## src/rtl/psched_pkg.sv

```systemverilog
// Shared types and constants of the priority scheduler.
package psched_pkg;

    localparam int MAX_PROCS = 16;

    localparam int ID_W    = 8;
    localparam int BURST_W = 16;
    localparam int PRIO_W  = 8;
    localparam int TIME_W  = 20;
    localparam int SUM_W   = 24;

    localparam int S_TDATA_W = 32;
    localparam int M_TDATA_W = 96;

    typedef enum logic [0:0] {
        ST_LOAD,
        ST_DRAIN
    } t_state;

    typedef struct packed {
        logic [ID_W-1:0]    id;
        logic [BURST_W-1:0] burst;
        logic [PRIO_W-1:0]  prio;
    } t_job;

    // Controller to datapath
    typedef struct packed {
        logic ins;
        logic pop;
    } t_cmd;

    // Datapath to controller
    typedef struct packed {
        logic out_free;
        logic last_left;
    } t_status;

endpackage

```

## src/rtl/psched_ctrl.sv

```systemverilog
// Load/drain controller of the priority scheduler.
module psched_ctrl (
    input  logic                i_clk,
    input  logic                i_rst_n,
    input  logic                i_s_axis_tvalid,
    input  logic                i_s_axis_tlast,
    output logic                o_s_axis_tready,
    input  psched_pkg::t_status i_sts,
    output psched_pkg::t_cmd    o_cmd
);
    import psched_pkg::*;

    t_state r_state;
    t_state n_state;

    always_ff @(posedge i_clk) begin
        if (!i_rst_n) begin
            r_state <= ST_LOAD;
        end else begin
            r_state <= n_state;
        end
    end

    always_comb begin
        n_state = r_state;
        case (r_state)
            ST_LOAD: begin
                if (i_s_axis_tvalid && i_s_axis_tlast) begin
                    n_state = ST_DRAIN;
                end
            end
            ST_DRAIN: begin
                // return once the final job has left the chain
                if (i_sts.out_free && i_sts.last_left) begin
                    n_state = ST_LOAD;
                end
            end
            default: begin
                n_state = ST_LOAD;
            end
        endcase
    end

    always_comb begin
        o_s_axis_tready = 1'b0;
        o_cmd           = '0;
        case (r_state)
            ST_LOAD: begin
                o_s_axis_tready = 1'b1;
                o_cmd.ins       = i_s_axis_tvalid;
            end
            ST_DRAIN: begin
                o_cmd.pop = i_sts.out_free;
            end
            default: begin
                o_cmd = '0;
            end
        endcase
    end

endmodule

```

## src/rtl/psched_dp.sv

```systemverilog
// Insertion chain, timing accumulators and result register of the scheduler.
module psched_dp (
    input  logic                                i_clk,
    input  logic                                i_rst_n,
    input  psched_pkg::t_cmd                    i_cmd,
    output psched_pkg::t_status                 o_sts,
    input  logic [psched_pkg::S_TDATA_W-1:0]    i_s_axis_tdata,
    input  logic                                i_m_axis_tready,
    output logic                                o_m_axis_tvalid,
    output logic [psched_pkg::M_TDATA_W-1:0]    o_m_axis_tdata,
    output logic                                o_m_axis_tlast
);
    import psched_pkg::*;

    t_job                   w_in;
    t_job                   r_job [MAX_PROCS];
    logic [MAX_PROCS-1:0]   r_vld;
    logic [MAX_PROCS-1:0]   w_move;
    logic                   w_full;

    logic [TIME_W-1:0]      r_clk;
    logic [SUM_W-1:0]       r_tat;
    logic [SUM_W-1:0]       r_tws;
    logic [TIME_W-1:0]      w_done;

    logic                   r_o_valid;
    logic [ID_W-1:0]        r_o_id;
    logic [TIME_W-1:0]      r_o_done;
    logic [TIME_W-1:0]      r_o_wait;
    logic [SUM_W-1:0]       r_o_tat;
    logic [SUM_W-1:0]       r_o_tws;
    logic                   r_o_final;

    assign w_in.id    = i_s_axis_tdata[ID_W-1:0];
    assign w_in.burst = i_s_axis_tdata[ID_W +: BURST_W];
    assign w_in.prio  = i_s_axis_tdata[ID_W+BURST_W +: PRIO_W];

    assign w_full = r_vld[MAX_PROCS-1];

    // A cell moves when it is empty or holds a strictly larger priority value;
    // equal values stay ahead, which keeps arrival order among ties.
    always_comb begin
        for (int i = 0; i < MAX_PROCS; i++) begin
            w_move[i] = !r_vld[i] || (r_job[i].prio > w_in.prio);
        end
    end

    for (genvar gi = 0; gi < MAX_PROCS; gi++) begin : g_cell
        t_job w_prev_job;
        logic w_prev_move;
        logic w_prev_vld;
        t_job w_next_job;
        logic w_next_vld;

        if (gi == 0) begin : g_head
            assign w_prev_job  = w_in;
            assign w_prev_move = 1'b0;
            assign w_prev_vld  = 1'b1;
        end else begin : g_body
            assign w_prev_job  = r_job[gi-1];
            assign w_prev_move = w_move[gi-1];
            assign w_prev_vld  = r_vld[gi-1];
        end

        if (gi == MAX_PROCS - 1) begin : g_tail
            assign w_next_job = r_job[gi];
            assign w_next_vld = 1'b0;
        end else begin : g_mid
            assign w_next_job = r_job[gi+1];
            assign w_next_vld = r_vld[gi+1];
        end

        always_ff @(posedge i_clk) begin
            if (!i_rst_n) begin
                r_vld[gi] <= 1'b0;
            end else if (i_cmd.ins && !w_full && w_move[gi]) begin
                r_vld[gi] <= w_prev_move ? w_prev_vld : 1'b1;
            end else if (i_cmd.pop) begin
                r_vld[gi] <= w_next_vld;
            end
        end

        // shift down behind the insertion point, take the new job at it
        always_ff @(posedge i_clk) begin
            if (i_cmd.ins && !w_full && w_move[gi]) begin
                r_job[gi] <= w_prev_move ? w_prev_job : w_in;
            end else if (i_cmd.pop) begin
                r_job[gi] <= w_next_job;
            end
        end
    end

    assign w_done = r_clk + TIME_W'(r_job[0].burst);

    always_ff @(posedge i_clk) begin
        if (!i_rst_n) begin
            r_clk <= '0;
            r_tat <= '0;
            r_tws <= '0;
        end else if (i_cmd.pop) begin
            if (!r_vld[1]) begin
                // schedule finished: start the next set from zero
                r_clk <= '0;
                r_tat <= '0;
                r_tws <= '0;
            end else begin
                r_clk <= w_done;
                r_tat <= r_tat + SUM_W'(w_done);
                r_tws <= r_tws + SUM_W'(r_clk);
            end
        end
    end

    always_ff @(posedge i_clk) begin
        if (!i_rst_n) begin
            r_o_valid <= 1'b0;
        end else if (i_cmd.pop) begin
            r_o_valid <= 1'b1;
        end else if (i_m_axis_tready) begin
            r_o_valid <= 1'b0;
        end
    end

    always_ff @(posedge i_clk) begin
        if (i_cmd.pop) begin
            r_o_id    <= r_job[0].id;
            r_o_done  <= w_done;
            r_o_wait  <= r_clk;
            r_o_tat   <= r_tat + SUM_W'(w_done);
            r_o_tws   <= r_tws + SUM_W'(r_clk);
            r_o_final <= !r_vld[1];
        end
    end

    assign o_sts.out_free  = !r_o_valid || i_m_axis_tready;
    assign o_sts.last_left = !r_vld[1];

    assign o_m_axis_tvalid = r_o_valid;
    assign o_m_axis_tdata  = {r_o_tws, r_o_tat, r_o_wait, r_o_done, r_o_id};
    assign o_m_axis_tlast  = r_o_final;

endmodule

```

## src/rtl/priority_schedule_times.sv

```systemverilog
// Non-preemptive priority scheduler: top level.
//
// Slave channel: one job per transaction, tdata = {prio, burst, id}, tlast on
// the final job of a set. Jobs enter an insertion chain kept in ascending
// priority order (ties in arrival order), one per cycle. Jobs beyond the
// chain depth are dropped; their tlast still closes the set.
// After the tlast transaction tready falls and the chain drains from its head,
// one result per cycle into the output register while it is free. The first
// result is loaded once the state register is in drain and the output
// register is free. Each result carries completion and waiting times and the
// running totals; tlast marks the last job.
// Throughput: one job per cycle while loading, one result per cycle while
// draining with the output register free; the chain's single insert/shift
// path sets both. tready rises as the final result is loaded, even if it waits.
// Stalls: a receiver holding tready low freezes the output register and the
// drain; nothing is lost.
// Reset (synchronous, active low) empties the chain, clears the totals and
// drops any pending result.
module priority_schedule_times (
    input  logic                                i_clk,
    input  logic                                i_rst_n,
    input  logic                                i_s_axis_tvalid,
    output logic                                o_s_axis_tready,
    // [7:0] job_id, [23:8] burst_time, [31:24] priority_req
    input  logic [psched_pkg::S_TDATA_W-1:0]    i_s_axis_tdata,
    input  logic                                i_s_axis_tlast,
    output logic                                o_m_axis_tvalid,
    input  logic                                i_m_axis_tready,
    // [7:0] out_job_id, [27:8] completion, [47:28] waiting_time,
    // [71:48] total_turnaround, [95:72] total_waiting
    output logic [psched_pkg::M_TDATA_W-1:0]    o_m_axis_tdata,
    output logic                                o_m_axis_tlast
);
    import psched_pkg::*;

    t_cmd    w_cmd;
    t_status w_sts;

    psched_ctrl u_ctrl (
        .i_clk           (i_clk),
        .i_rst_n         (i_rst_n),
        .i_s_axis_tvalid (i_s_axis_tvalid),
        .i_s_axis_tlast  (i_s_axis_tlast),
        .o_s_axis_tready (o_s_axis_tready),
        .i_sts           (w_sts),
        .o_cmd           (w_cmd)
    );

    psched_dp u_dp (
        .i_clk           (i_clk),
        .i_rst_n         (i_rst_n),
        .i_cmd           (w_cmd),
        .o_sts           (w_sts),
        .i_s_axis_tdata  (i_s_axis_tdata),
        .i_m_axis_tready (i_m_axis_tready),
        .o_m_axis_tvalid (o_m_axis_tvalid),
        .o_m_axis_tdata  (o_m_axis_tdata),
        .o_m_axis_tlast  (o_m_axis_tlast)
    );

endmodule

```

## config.mk

```make
export PLATFORM = sky130hd
export DESIGN_NAME = priority_schedule_times
export DESIGN_NICKNAME = d
export VERILOG_FILES = /design/src/rtl/psched_pkg.sv /design/src/rtl/psched_ctrl.sv /design/src/rtl/psched_dp.sv /design/src/rtl/priority_schedule_times.sv
export SDC_FILE = /design/constraint.sdc
export NUM_CORES = 1
export LEC_CHECK = 0
export BUFFER_PORTS_ARGS = -buffer_cell sky130_fd_sc_hd__buf_2
export CORE_ASPECT_RATIO = 0.9
export CORE_MARGIN = 8
export CORE_UTILIZATION = 63
export CTS_CLUSTER_DIAMETER = 200
export DETAILED_ROUTE_END_ITERATION = 8
export PLACE_DENSITY = 0.84
export SLEW_MARGIN = 10
export SYNTH_ARGS = -nofsm -noshare
export SYNTH_HDL_FRONTEND = slang
export SYNTH_SLANG_ARGS = --single-unit
```

## constraint.sdc

```tcl
create_clock -name i_clk -period 6.1 [get_ports i_clk]
set_clock_uncertainty 0.1 [all_clocks]
set_input_delay 0.61 -clock i_clk [delete_from_list [all_inputs] [get_ports i_clk]]
set_output_delay 0.61 -clock i_clk [all_outputs]
set_load 0.01 [all_outputs]
```

==> impl_metrics.py, run 1 <==
metrics = {
    "yosys": {
        "synth_top_family_by_area": "multiplexers",
        "post_synth_mux_area_share": 0.130,
        "synth-xor-area-share": 0.0134,
        "syn-num-nets": 3595,
        "yosys_register_bits": 695,
        "async_reset_ff_frac": 0,
        "syn_area_per_cell_sq_um": 11.0,
        "synthAdderAreaFrac": 0.0610,
        "seq_area_frac_synth": 0.537,
        "synth_cell_type_count": 73,
        "synth_edf_count": 609,
        "synthesis.area_sq_um": 37300,
        "synth_cells": 3378,
        "ys_warn_count": 0,
        "synthSimpleGateAreaFrac": 0.0966,
        "synth-compound-area-share": 0.128,
        "ys.flop_type": "edfxtp_1",
    },
    "detailed_routing": {
        "drt_first_pass_iters": 8,
        "post_drt_via_cell_ratio": 6.36,
        "wl_per_cell_um": 21.6,
        "ant_nets": 0,
        "drt_iter0_drc": 2675,
        "num_vias": 26800,
        "drt-total-wl_mm": 90.9,
        "drcViolationCount": 1,
    },
    "final_layout": {
        "area_growth_pct": 9.41,
        "drive_gt1_frac": 0.105,
        "final_common_cell": "edfxtp_1",
        "fin_area_sq_um": 40800,
        "n_antenna_cell": 0,
        "layout_common_cells": "609 x edfxtp_1, 589 x nand2_1, 460 x o21ai_0",
        "nets": 3612,
    },
    "pwr": {
        "power.leakage_uw": 0.0143,
        "powerDensity_nw_per_um2": 310,
        "irDropWorstVdd_v": 0.000217,
    },
    "status": {
        "outcome": "complete, but fails checks",
        "violations": "design-rule violations",
    },
    "clock_network": {
        "cts.reportedPaths.clkPinSlew_ns": 0.06,
        "tritoncts": "yes",
        "cts.htree.levels": 3,
        "cts_resized": 0,
        "post_cts_buffers": 0,
        "insertion_delay_ns": 0.63,
        "ctsHoldBuffers": 0,
        "cts_sinks": 695,
        "cts_root_buffer": "clkbuf_16",
        "cts_buffers": 73,
        "clockBufferDepth": 3,
    },
    "place": {
        "dpl_cell_area_sq_um": 38500,
        "portBuffers": 135,
        "place_hpwl_mm": 62.4,
        "gp_congestion": 0.897,
        "dpl_worst_slack_ns": 1.09,
    },
    "timing": {
        "relSlewSlack": 0.210,
        "worstMarginPinSlew_ns": 1.18,
        "worst_slack_ns": 1.02,
        "layout_min_cycle_time_ns": 5.08,
        "hold_viol_final": 0,
        "tns_ns": 0,
        "hold_slack_ns": 0.129,
        "rsz0062_at_grt": "false",
        "slew_violations": 0,
        "setup_violations": 0,
        "timing.fmax_mhz": 197,
        "period_share": 0.833,
    },
    "hold_path": {
        "hold_class": "primary input to flop",
    },
    "grt": {
        "grt_pass1_wl_mm": 146,
        "grt_overflow_total": 0,
        "antenna_found_initial": 0,
        "grt_max_degree": 256,
        "grt_pass1_vias": 27500,
        "grt_usage": 0.265,
    },
    "setup_path": {
        "crit_fanout": 6,
        "worstSetupEndpointType": "flop",
        "r2r_slack_ns": 1.02,
        "worst_ep_required_time_ns": 6.37,
        "crit_type": "flop to flop",
        "crit_arrival_ns": 5.36,
        "cp-start-kind": "flop",
    },
    "floorplanning": {
        "initial_core_util": 0.638,
        "ios": 136,
        "fp.dieW_um": 272,
        "die_h_um": 247,
        "core_area_sq_um": 58400,
        "dieArea_sq_um": 67200,
        "num_rows": 84,
    },
    "flow_run": {
        "maxCapViolations": 0,
    },
}
==> sequential cells by signal (all words and copies together) (netlist names), 13 cells and up <==
register	count
u_dp.r_tws	24
u_dp.r_o_wait	20
u_dp.r_o_tat	24
u_dp.g_cell.w_next_vld	13
u_dp.r_clk	20
u_dp.r_tat	24
u_dp.r_o_done	20
u_dp.r_job	512
u_dp.r_o_tws	24
==> through the flow <==
step,total power (uW),util,std cells
6_report,12600,0.698,4219
4_1_cts,12700,0.697,4217
3_3_place_gp,8200,0.658,4092
2_1_floorplan,7690,-,3378
5_1_grt,13100,0.698,4219
3_5_place_dp,8340,0.658,4092
==> critical path, cell delays in order (launching register included) <==
cell and delay [ns]:
edfxtp_1 0.39, ha_1 0.23, inv_1 0.07, fa_1 0.20, nor2b_1 0.06, o21a_1 0.18, o21ai_1 0.29, a21oi_1 0.16
o41a_1 0.44, a221oi_2 0.49, xnor2_1 0.19, ha_1 0.40, and3_2 0.24, nand3_1 0.14, o21ai_0 0.12, a211oi_1 0.37
o31ai_4 0.17, o31ai_4 0.32, nor2_1 0.11, xor2_1 0.15
==> kinds of logic after synthesis <==
logic type / count (synthesis)
xor gates and xnor gates: 57
AOI/OAI and AO/OA: 832
muxes: 481
and+or+nand+nor: 835
DFF: 695
buffers and inverters: 298
adders and majority gates: 180
==> metal layers <==
layer / vias up / GRT usage / wire length [um]
met1: 13300 / 0.348 / 38600
met2: 858 / 0.449 / 45100
met3: 176 / 0.0415 / 4890
li1: 12500 / - / -
met5: - / 0 / 0
met4: 0 / 0.0878 / 2350
==> Yosys cell counts, drive strengths merged, types with 8 or more instances <==
cell type	count	area share
a21o	35	0.0071
a21oi	123	0.017
a22o	19	0.0045
a22oi	26	0.0052
a31oi	11	0.0018
and3	10	0.0017
buf	65	0.0091
clkbuf	169	0.018
dfxtp	86	0.046
edfxtp	609	0.49
ha	177	0.059
inv	62	0.0062
mux2	32	0.0097
mux2i	449	0.12
nand2	590	0.059
nand2b	23	0.0039
nand3	31	0.0042
nand3b	14	0.0028
nand4	37	0.0062
nor2	60	0.0061
nor2b	46	0.0079
o211ai	8	0.0016
o21a	20	0.0040
o21ai	522	0.070
o21bai	9	0.0018
o22a	14	0.0033
xnor2	39	0.0092
xor2	18	0.0042
==> final cells by class <==
type | instances | area, sq um
clock buffer | 96 | 1990
clock inverter | 29 | 287
fill | 4134 | 17600
inverter | 63 | 244
multi-input combinational | 2385 | 16200
sequential | 695 | 20000
tap | 774 | 968
timing repair buffer | 177 | 1060
==> final timing paths <==
check,from,to,cells after the start
worst max register to register,u_dp.r_job[0][8]$_DFFE_PP_,u_dp.r_o_tat[22]$_DFFE_PP_,19
worst min register to register,u_dp.r_job[0][30]$_DFFE_PP_,u_dp.r_o_id[6]$_DFFE_PP_,0
worst max-delay path,u_dp.r_job[0][8]$_DFFE_PP_,u_dp.r_o_tat[22]$_DFFE_PP_,19
worst min-delay path,i_s_axis_tlast,u_ctrl.r_state$_SDFF_PN0_,3
==> report_power, final <==
part | internal, uW | total, uW | leakage (uW) | switching, uW
combinational | 683 | 1870 | 0.00646 | 1180
sequential | 6040 | 6420 | 0.00669 | 381
clock | 2470 | 4350 | 0.00111 | 1880
Note: power is estimated with default switching activity, not from simulation.
==> run 2, diff against run 1 <==
==> constraint.sdc (replaced) <==
create_clock -name i_clk -period 5.17 [get_ports i_clk]
set_clock_uncertainty 0.1 [all_clocks]
set_input_delay 0.517 -clock i_clk [delete_from_list [all_inputs] [get_ports i_clk]]
set_output_delay 0.517 -clock i_clk [all_outputs]
set_load 0.01 [all_outputs]
==> run 2 against run 1 <==
  * The run now ends clean
  * Total power is 18% higher
  * Sequential share of layout area is 0.24 points lower
  * Routed wire length is 1.1% lower
  * Fmax is 7.0% higher
  * First-iteration DRC count is 7.7% higher
  * Utilization is 0.34 points higher
  * Cell count is 0.31% higher
  * Critical endpoint unchanged
==> impl_metrics.py, run 2 (synthesized netlist as in run 1, its figures left out) <==
metrics = {
    "status": {
        "outcome": "finished, final reports clean",
    },
    "timing": {
        "setup_violations": 0,
        "hold_slack_ns": 0.103,
        "slew_violations": 0,
        "tns_ns": 0,
        "layout_min_cycle_time_ns": 4.75,
        "timing.fmax_mhz": 210,
        "relSlewSlack": 0.200,
        "rsz0062_at_grt": "false",
        "hold_viol_final": 0,
        "period_share": 0.919,
        "worstMarginPinSlew_ns": 1.20,
    },
    "grt": {
        "grt_overflow_total": 0,
        "antenna_found_initial": 2,
        "grt_pass1_vias": 26400,
        "grt_max_degree": 226,
        "grt_pass1_wl_mm": 144,
        "grt_usage": 0.260,
    },
    "floorplanning": {
        "dieArea_sq_um": 67200,
        "fp.dieW_um": 272,
        "initial_core_util": 0.638,
        "num_rows": 84,
        "ios": 136,
        "core_area_sq_um": 58400,
        "die_h_um": 247,
    },
    "final_layout": {
        "seq_area_sq_um": 20000,
        "drive_gt1_frac": 0.109,
        "layout_common_cells": "609 x edfxtp_1, 589 x nand2_1, 460 x o21ai_0",
        "area_growth_pct": 9.94,
        "multi_input_area_sq_um": 16300,
        "fillCellCount": 4081,
        "largest_reg_flops": 512,
        "final_common_cell": "edfxtp_1",
        "nets": 3618,
        "regMostFlops": "u_dp.r_job",
    },
    "setup_path": {
        "crit_family": "compound AO/OA/AOI/OAI gates",
        "crit_type": "flop to flop",
        "worst-path-buf-inv": 1,
        "crit_path_top_delay_cell": "a221oi_4",
        "worst_ep_required_time_ns": 5.45,
        "crit_fanout": 6,
        "crit_chain": "ha_1 -> inv_1 -> fa_1 -> nor2b_1 -> o21a_1 -> o21ai_1 -> a21oi_1 -> o41a_1 -> a221oi_4 -> xnor2_1 -> ha_1 -> and3_2 -> nand3_1 -> o21ai_0 -> a211oi_2 -> o31ai_4 -> o31ai_4 -> nor2_1 -> xor2_1",
        "crit_arrival_ns": 5.03,
        "worstSetupEndpointType": "flop",
        "cp-start-kind": "flop",
        "critical-path-max-stage-delay_ns": 0.45,
    },
    "flow_run": {
        "maxCapViolations": 0,
    },
    "clock_network": {
        "cts_root_buffer": "clkbuf_16",
        "cts.htree.levels": 3,
        "cts_sinks": 695,
        "post_cts_buffers": 0,
        "ctsHoldBuffers": 0,
        "cts_resized": 0,
        "insertion_delay_ns": 0.63,
        "tritoncts": "yes",
        "cts_buffers": 72,
        "clockBufferDepth": 3,
        "cts.reportedPaths.clkPinSlew_ns": 0.06,
    },
    "pwr": {
        "power.leakage_uw": 0.0143,
        "netSwitchingFraction": 0.273,
        "powerDensity_nw_per_um2": 363,
        "irDropWorstVdd_v": 0.000305,
        "p_comb_frac": 0.149,
        "pwr-share-seq": 0.511,
        "p_sw_uw": 4060,
        "pwr-share-clk": 0.340,
        "internal_power_uw": 10800,
    },
    "detailed_routing": {
        "post_drt_via_cell_ratio": 6.38,
        "num_vias": 27000,
        "wl_per_cell_um": 21.2,
        "drt-total-wl_mm": 89.9,
        "drt_first_pass_iters": 5,
        "ant_nets": 0,
        "drcViolationCount": 0,
        "drt_iter0_drc": 2882,
    },
    "place": {
        "gp_congestion": 0.889,
        "portBuffers": 135,
        "place_hpwl_mm": 62.5,
    },
    "hold_path": {
        "hold_class": "primary input to flop",
    },
}
==> run 2: changes by cell type in the layout (fill, tap and decap cells not counted), moves of 2 or more <==
cell	previous run	this run
buf_12	4	14
buf_4	37	35
clkbuf_1	18	20
clkinv_1	12	10
clkinv_2	8	13
clkinvlp_4	1	3
diode_2	0	2
o21ai_2	9	4
o21ai_4	6	11
==> run 2: per-layer routing <==
layer,GRT usage,vias up,wire (um)
met5,0,-,0
met4,0.0830,0,2240
met3,0.0424,129,7440
met2,0.411,1271,41100
met1,0.366,13200,39200
li1,-,12400,-
==> run 2: worst min-delay path: cells and delay by family <==
| kind | cells | cell delay, ns |
|---|---|---|
| compound gates | 1 | 0.06 |
| simple gates | 1 | 0.10 |
| buf+inv | 1 | 0.09 |
==> run 2: power groups by stage <==
| stage | Combinational, uW | Sequential, uW | Clock [uW] |
|---|---|---|---|
| 3_5_place_dp | 2190 | 7670 | 0 |
| 6_report | 2220 | 7600 | 5060 |
| 3_3_place_gp | 2050 | 7620 | 0 |
| 5_1_grt | 2480 | 7660 | 5290 |
| 4_1_cts | 2210 | 7570 | 5110 |
| 2_1_floorplan | 1530 | 7530 | 0 |
==> run 2: through the flow <==
| stage | power (uW) | area (sq um) | util | worst slack [ns] | instances |
|---|---|---|---|---|---|
| floorplan | 9060 | 37300 | - | 0.0245 | 3378 |
| global placement | 9680 | 38700 | 0.663 | 0.281 | 4101 |
| detailed placement | 9860 | 38700 | 0.663 | 0.237 | 4101 |
| CTS | 14900 | 41000 | 0.701 | 0.205 | 4230 |
| global route | 15400 | 41000 | 0.701 | 0.141 | 4232 |
| finish | 14900 | 41000 | 0.701 | 0.418 | 4232 |
==> run 2: final timing paths <==
check / slack [ns] / end / depth (start not counted) / start
worst max register to register: 0.42 / u_dp.r_o_tat[22]$_DFFE_PP_ / 19 / u_dp.r_job[0][8]$_DFFE_PP_
worst max-delay path: 0.42 / u_dp.r_o_tat[22]$_DFFE_PP_ / 19 / u_dp.r_job[0][8]$_DFFE_PP_
worst min-delay path: 0.10 / u_ctrl.r_state$_SDFF_PN0_ / 3 / i_s_axis_tlast
worst min register to register: 0.36 / u_dp.r_tat[0]$_SDFFE_PN0P_ / 2 / u_dp.r_tat[0]$_SDFFE_PN0P_
==> run 2: final cells by class <==
cell class,instances,share of cell area
timing repair buffer,184,0.0297
tap,774,0.0236
inverter,63,0.00595
clock inverter,32,0.00672
clock buffer,97,0.0480
sequential,695,0.488
multi-input combinational,2385,0.398
antenna,2,0.000122
